$ cat config.mk
export PLATFORM = sky130hd
export DESIGN_NAME = scmva_cmac
export DESIGN_NICKNAME = d
export VERILOG_FILES = /design/src/scmva_pkg.sv /design/src/scmva_cmac.sv
export SDC_FILE = /design/constraint.sdc
export NUM_CORES = 2
export LEC_CHECK = 0
export BUFFER_PORTS_ARGS = -buffer_cell sky130_fd_sc_hd__buf_2
export CAP_MARGIN = 20
export CELL_PAD_IN_SITES_DETAIL_PLACEMENT = 2
export CELL_PAD_IN_SITES_GLOBAL_PLACEMENT = 2
export CORE_MARGIN = 3
export CORE_UTILIZATION = 42
export DETAILED_ROUTE_END_ITERATION = 7
export GPL_ROUTABILITY_DRIVEN = 0
export PLACE_DENSITY = 0.91
export SYNTH_ARGS = -nofsm -noshare
export SYNTH_HDL_FRONTEND = slang
export SYNTH_SLANG_ARGS = --single-unit
$ cat constraint.sdc
create_clock -name clk_i -period 19.1 [get_ports clk_i]
set_input_delay 5.73 -clock clk_i [delete_from_list [all_inputs] [get_ports clk_i]]
set_output_delay 5.73 -clock clk_i [all_outputs]
set_load 0.02 [all_outputs]
$ cat src/scmva_pkg.sv
// Shared types, codes and helpers for the sparse complex mat-vec accumulator.
package scmva_pkg;

  localparam int unsigned INDEX_BITS_DEF = 16;

  localparam int unsigned IDX_FIELD_W = 16;
  localparam int unsigned VEC_W       = 24;
  localparam int unsigned ENT_W       = 16;
  localparam int unsigned ACC_W       = 48;
  localparam int unsigned PROD_W      = VEC_W + ENT_W;  // one real product
  localparam int unsigned PART_W      = PROD_W + 1;     // sum of two products
  localparam int unsigned SUM_W       = ACC_W + 1;      // accumulator add before clamp
  localparam int unsigned CFG_W       = 17;

  localparam int unsigned S_TDATA_W = 144;
  localparam int unsigned M_TDATA_W = 112;

  // item kinds on s_axis_tuser
  localparam logic [1:0] KIND_LOAD  = 2'd0;
  localparam logic [1:0] KIND_ENTRY = 2'd1;
  localparam logic [1:0] KIND_READ  = 2'd2;

  // configuration register indexes
  localparam logic REG_ADJOINT   = 1'b0;
  localparam logic REG_ROW_LIMIT = 1'b1;

  localparam logic [CFG_W-1:0] ROW_LIMIT_RST = 17'h10000;

  typedef struct packed {
    logic                    adj;
    logic signed [ENT_W-1:0] er;
    logic signed [ENT_W-1:0] ei;
    logic signed [VEC_W-1:0] xr;
    logic signed [VEC_W-1:0] xi;
    logic signed [ACC_W-1:0] acc_re;
    logic signed [ACC_W-1:0] acc_im;
    logic                    flag;
  } mac_req_t;

  typedef struct packed {
    logic                    done;
    logic signed [ACC_W-1:0] acc_re;
    logic signed [ACC_W-1:0] acc_im;
    logic                    flag;
  } mac_rsp_t;

  // clamp a 49-bit sum to 48 bits; top bit of the result is the overflow flag
  function automatic logic [ACC_W:0] sat_acc(input logic [SUM_W-1:0] s);
    logic [ACC_W:0] r;
    if (s[SUM_W-1] != s[SUM_W-2]) begin
      r = s[SUM_W-1] ? {1'b1, 1'b1, {(ACC_W-1){1'b0}}} : {1'b1, 1'b0, {(ACC_W-1){1'b1}}};
    end else begin
      r = {1'b0, s[ACC_W-1:0]};
    end
    return r;
  endfunction

endpackage

$ cat src/scmva_cmac.sv
// Complex multiply-accumulate over six steps of one multiplier and one adder.
module scmva_cmac
  import scmva_pkg::*;
(
  input  logic     clk_i,
  input  logic     rst_ni,
  input  logic     start_i,
  input  mac_req_t req_i,
  output mac_rsp_t rsp_o
);

  localparam logic [2:0] STEP_IDLE = 3'd0;
  localparam logic [2:0] STEP_1    = 3'd1;
  localparam logic [2:0] STEP_2    = 3'd2;
  localparam logic [2:0] STEP_3    = 3'd3;
  localparam logic [2:0] STEP_4    = 3'd4;
  localparam logic [2:0] STEP_5    = 3'd5;

  logic [2:0] step_q, step_d;
  logic       done_q, done_d;

  logic signed [PROD_W-1:0] prod_q, prod_d;
  logic signed [PART_W-1:0] part_q, part_d;
  logic signed [ACC_W-1:0]  re_q, re_d;
  logic signed [ACC_W-1:0]  im_q, im_d;
  logic                     ovf_q, ovf_d;

  logic signed [ENT_W-1:0]  mul_a;
  logic signed [VEC_W-1:0]  mul_b;
  logic signed [PROD_W-1:0] mul_p;
  logic signed [SUM_W-1:0]  add_a, add_b, add_s;
  logic                     add_sub;
  logic [ACC_W:0]           sat_r;

  // operand select for the shared multiplier
  always_comb begin
    mul_a = req_i.er;
    mul_b = req_i.xr;
    case (step_q)
      STEP_1: begin
        mul_a = req_i.ei;
        mul_b = req_i.xi;
      end
      STEP_2: begin
        mul_a = req_i.er;
        mul_b = req_i.xi;
      end
      STEP_3: begin
        mul_a = req_i.ei;
        mul_b = req_i.xr;
      end
      default: begin
        mul_a = req_i.er;
        mul_b = req_i.xr;
      end
    endcase
  end

  assign mul_p = mul_a * mul_b;

  // operand select for the shared adder
  always_comb begin
    add_a   = {{(SUM_W-PART_W){part_q[PART_W-1]}}, part_q};
    add_b   = {{(SUM_W-PROD_W){prod_q[PROD_W-1]}}, prod_q};
    add_sub = 1'b0;
    case (step_q)
      STEP_2: add_sub = !req_i.adj;  // real part: er*xr -/+ ei*xi
      STEP_3: begin
        add_a = {req_i.acc_re[ACC_W-1], req_i.acc_re};
        add_b = {{(SUM_W-PART_W){part_q[PART_W-1]}}, part_q};
      end
      STEP_4: add_sub = req_i.adj;   // imag part: er*xi +/- ei*xr
      STEP_5: begin
        add_a = {req_i.acc_im[ACC_W-1], req_i.acc_im};
        add_b = {{(SUM_W-PART_W){part_q[PART_W-1]}}, part_q};
      end
      default: add_sub = 1'b0;
    endcase
  end

  assign add_s = add_sub ? (add_a - add_b) : (add_a + add_b);
  assign sat_r = sat_acc(add_s);

  always_comb begin
    step_d = step_q;
    done_d = 1'b0;
    prod_d = prod_q;
    part_d = part_q;
    re_d   = re_q;
    im_d   = im_q;
    ovf_d  = ovf_q;
    case (step_q)
      STEP_IDLE: begin
        if (start_i) begin
          prod_d = mul_p;
          step_d = STEP_1;
        end
      end
      STEP_1: begin
        part_d = {prod_q[PROD_W-1], prod_q};
        prod_d = mul_p;
        step_d = STEP_2;
      end
      STEP_2: begin
        part_d = add_s[PART_W-1:0];
        prod_d = mul_p;
        step_d = STEP_3;
      end
      STEP_3: begin
        re_d   = sat_r[ACC_W-1:0];
        ovf_d  = req_i.flag | sat_r[ACC_W];
        part_d = {prod_q[PROD_W-1], prod_q};
        prod_d = mul_p;
        step_d = STEP_4;
      end
      STEP_4: begin
        part_d = add_s[PART_W-1:0];
        step_d = STEP_5;
      end
      STEP_5: begin
        im_d   = sat_r[ACC_W-1:0];
        ovf_d  = ovf_q | sat_r[ACC_W];
        done_d = 1'b1;
        step_d = STEP_IDLE;
      end
      default: step_d = STEP_IDLE;
    endcase
  end

  always_ff @(posedge clk_i or negedge rst_ni) begin
    if (!rst_ni) begin
      step_q <= STEP_IDLE;
      done_q <= 1'b0;
    end else begin
      step_q <= step_d;
      done_q <= done_d;
    end
  end

  always_ff @(posedge clk_i) begin
    prod_q <= prod_d;
    part_q <= part_d;
    re_q   <= re_d;
    im_q   <= im_d;
    ovf_q  <= ovf_d;
  end

  assign rsp_o.done   = done_q;
  assign rsp_o.acc_re = re_q;
  assign rsp_o.acc_im = im_q;
  assign rsp_o.flag   = ovf_q;

  a_start_idle : assert property (@(posedge clk_i) disable iff (!rst_ni)
    start_i |-> step_q == STEP_IDLE)
    else $error("cmac started while busy");

  a_done_after_last : assert property (@(posedge clk_i) disable iff (!rst_ni)
    done_q |-> $past(step_q) == STEP_5)
    else $error("cmac done without final step");

  a_flag_sticky : assert property (@(posedge clk_i) disable iff (!rst_ni)
    done_q && req_i.flag |-> ovf_q)
    else $error("saturation flag lost");

endmodule

==> metrics <==
worst skew pair latency=0.48 ns; Root Driver=clkbuf_16; hold path start=prod_q[4]; H-tree Lvls=4; synthesis-stage register bit count=182; met2 WL=55600 um; Slew headroom=23.5%; final WL=109000 um; Worst Hold End=part_q[4]; # Post-CTS Setup Buffers=0; drt wl/cell=28.6 um; Starting Density=42.6%; Iter 0 DRT Violations=1536; startpoint types=input pin; met3 routed WL=6600 um; sequential area share after synthesis=21.1%; commonest non-fill, non-tap cells in the layout=inv_1 (458), nand2_1 (408), fa_1 (375); CP Data Arrival Time=13.37 ns; maximum number of pins on one net before global-route repair=79; period utilization=68.8%; average size of a mapped cell=9.29 um^2; detailed placer's ending HPWL=88600 um; Die ar.=64500 um^2; Crit Path Max Fanout=9; CORE AREA=60600 um^2; RSZ-0062 raised after global routing=no; final setup vio count=0; Rows=90; commonest non-fill, non-tap cell in the layout=inv_1; Final Hold Violating Endpoints=0; final clock skew=0.0180 ns; drt first pass iters=5; CTS Buf Count=17; Final min period=13.14 ns; R2R Setup Slk=8.48 ns; synth warn=0; Worst setup EP type=flop; leading area contributor after synthesis=fa_1; async set-or-reset flop fraction in the synthesized netlist=2.20%; top post-synthesis cells by area=fa_1 (29%), edfxtp_1 (21%), ha_1 (7.2%), inv_1 (6.7%), nand2_1 (5.9%); hold_buf cts=0; initial antenna violation count=1; CTS tree=done; share of cells above drive strength 1=15.4%; worst path required time=19.32 ns; final instance area=28700 um^2; fmax=76.1 MHz; top-area cell type share of the netlist area=29.1%; number of top-level pins=279; Nets=3709; Die H=254 um; P&R area growth vs syn=11.0%; placed cell areas=28000 um^2; overall routing resource usage=33.8%; vias in the first global route=25800; Reg-to-Reg End=im_q[1]; Die X=254 um; Worst-path clk slew=0.08 ns; number of max-cap violations=0; post-route setup TNS=0 ns; antenna viol nets, final=0; clk sinks=182; syn_nets=3484; hold depth=2; EDFF count, synth=178; DRC violations left=0; DP Worst Slack=5.63 ns; Top Metal Used=met4; worst r2r path cells=28; Post-Syn Instances=2779; Seq. cell area=5450 um^2; post-cts resize count=0; critical path class=input pin to flop; via/cell ratio=5.90; area of the multi-input gates=18200 um^2; Via Count=22400; Synth cell types=78; grt total ovfl=0; # port buffers=278; hold crit path type=flop to flop; R2R Path Start=step_q[2]; Fillers=6577; area of the mapped netlist=25800 um^2; worst setup margin=5.96 ns; Synth Flop Type=edfxtp_1; global-route wire length before repair=163000 um; worst-case clock buffer depth=2; run status=completed; Pins Over Slew Limit=0; Worst Max-Slew Pin Slew=1.12 ns; M1 wire length=40400 um
## how the worst max path moves through the flow
stage | from | endpoint | slack, ns | depth (start not counted)
floorplan | req_i[165] | prod_q[38] | 7.12 | 23
global placement | req_i[101] | prod_q[38] | 6.23 | 23
detailed placement | req_i[102] | prod_q[38] | 5.63 | 23
CTS | req_i[102] | prod_q[38] | 6.08 | 23
global route | req_i[102] | prod_q[38] | 5.87 | 23
finish | req_i[102] | prod_q[38] | 5.96 | 23
## cell type report
| type | instances | area share (%) |
|---|---|---|
| multi-input cells | 2029 | 63.6 |
| flip-flops and latches | 182 | 19.0 |
| inverters | 461 | 6.05 |
| repair buffers | 313 | 5.86 |
| well taps | 782 | 3.41 |
| clock buffers | 17 | 1.48 |
| clock inverters | 15 | 0.576 |
| diodes | 1 | 0.00873 |
## sequential cells by signal, indices dropped and copies added, names as in the netlist
name    flops
im_q       48
re_q       48
part_q     41
prod_q     40
step_q      3
done_q      1
ovf_q       1
## through the flow
step	utilization, %	std cells	hold WS [ns]
final	47.3	3800	0.670
after global routing	47.3	3799	0.704
after CTS	47.2	3792	0.656
after detailed placement	46.2	3760	0.620
after global placement	46.2	3760	0.546
after floorplan	-	2779	0.513
## cell usage after synthesis (4+ instances only)
library cell	number
o21a_1	11
nand3_1	14
a31oi_1	10
buf_1	15
a22oi_1	41
nor2_1	239
buf_4	4
and2_1	9
o21ai_2	40
a21oi_1	122
edfxtp_1	178
o31ai_1	10
or4_1	11
o21ai_0	103
mux2i_1	75
o21bai_1	13
nand2_1	409
xnor2_1	87
or2_2	6
nor2b_1	9
or4_4	5
buf_6	4
clkbuf_1	83
a221o_1	11
dfrtp_1	4
mux2_2	41
or3_1	9
inv_1	458
nand4_1	8
and3_1	10
ha_1	149
o31a_1	4
xor2_1	44
nand2b_1	10
fa_1	375
a21o_1	27
nor4_1	10
a211oi_1	13
o41ai_1	4
nor3_1	33
o211ai_1	13
## critical path, cell delays in order
cell and delay, ns:
buf_2 0.11, mux2i_1 0.86, nor2_1 0.13, fa_1 0.52, inv_1 0.05, fa_1 0.39, fa_1 0.56, inv_1 0.06
fa_1 0.55, fa_1 0.58, inv_1 0.08, fa_1 0.49, inv_1 0.06, ha_1 0.36, a21oi_1 0.29, nand2_1 0.10
a221oi_1 0.83, o22ai_1 0.32, o41a_1 0.54, a211oi_1 0.32, o41ai_1 0.14, a21oi_1 0.20, xnor2_1 0.09
## cell families after synthesis
kind of cell,share of synthesized area [%]
fa+ha+maj,36.3
mux,4.75
xor+xnor,4.51
flops,21.1
simple gates,13.2
compound gates,11.7
buf+inv,8.44
## metal layers
layer	track usage, %	vias up
met4	17.4	0
li1	-	9521
met5	0	-
met1	39.2	11600
met2	61.1	990
met3	4.11	297
Power is left out: the tool's default activity adds up to more than one toggle a clock period on the data nets, which glitch-free logic cannot reach.
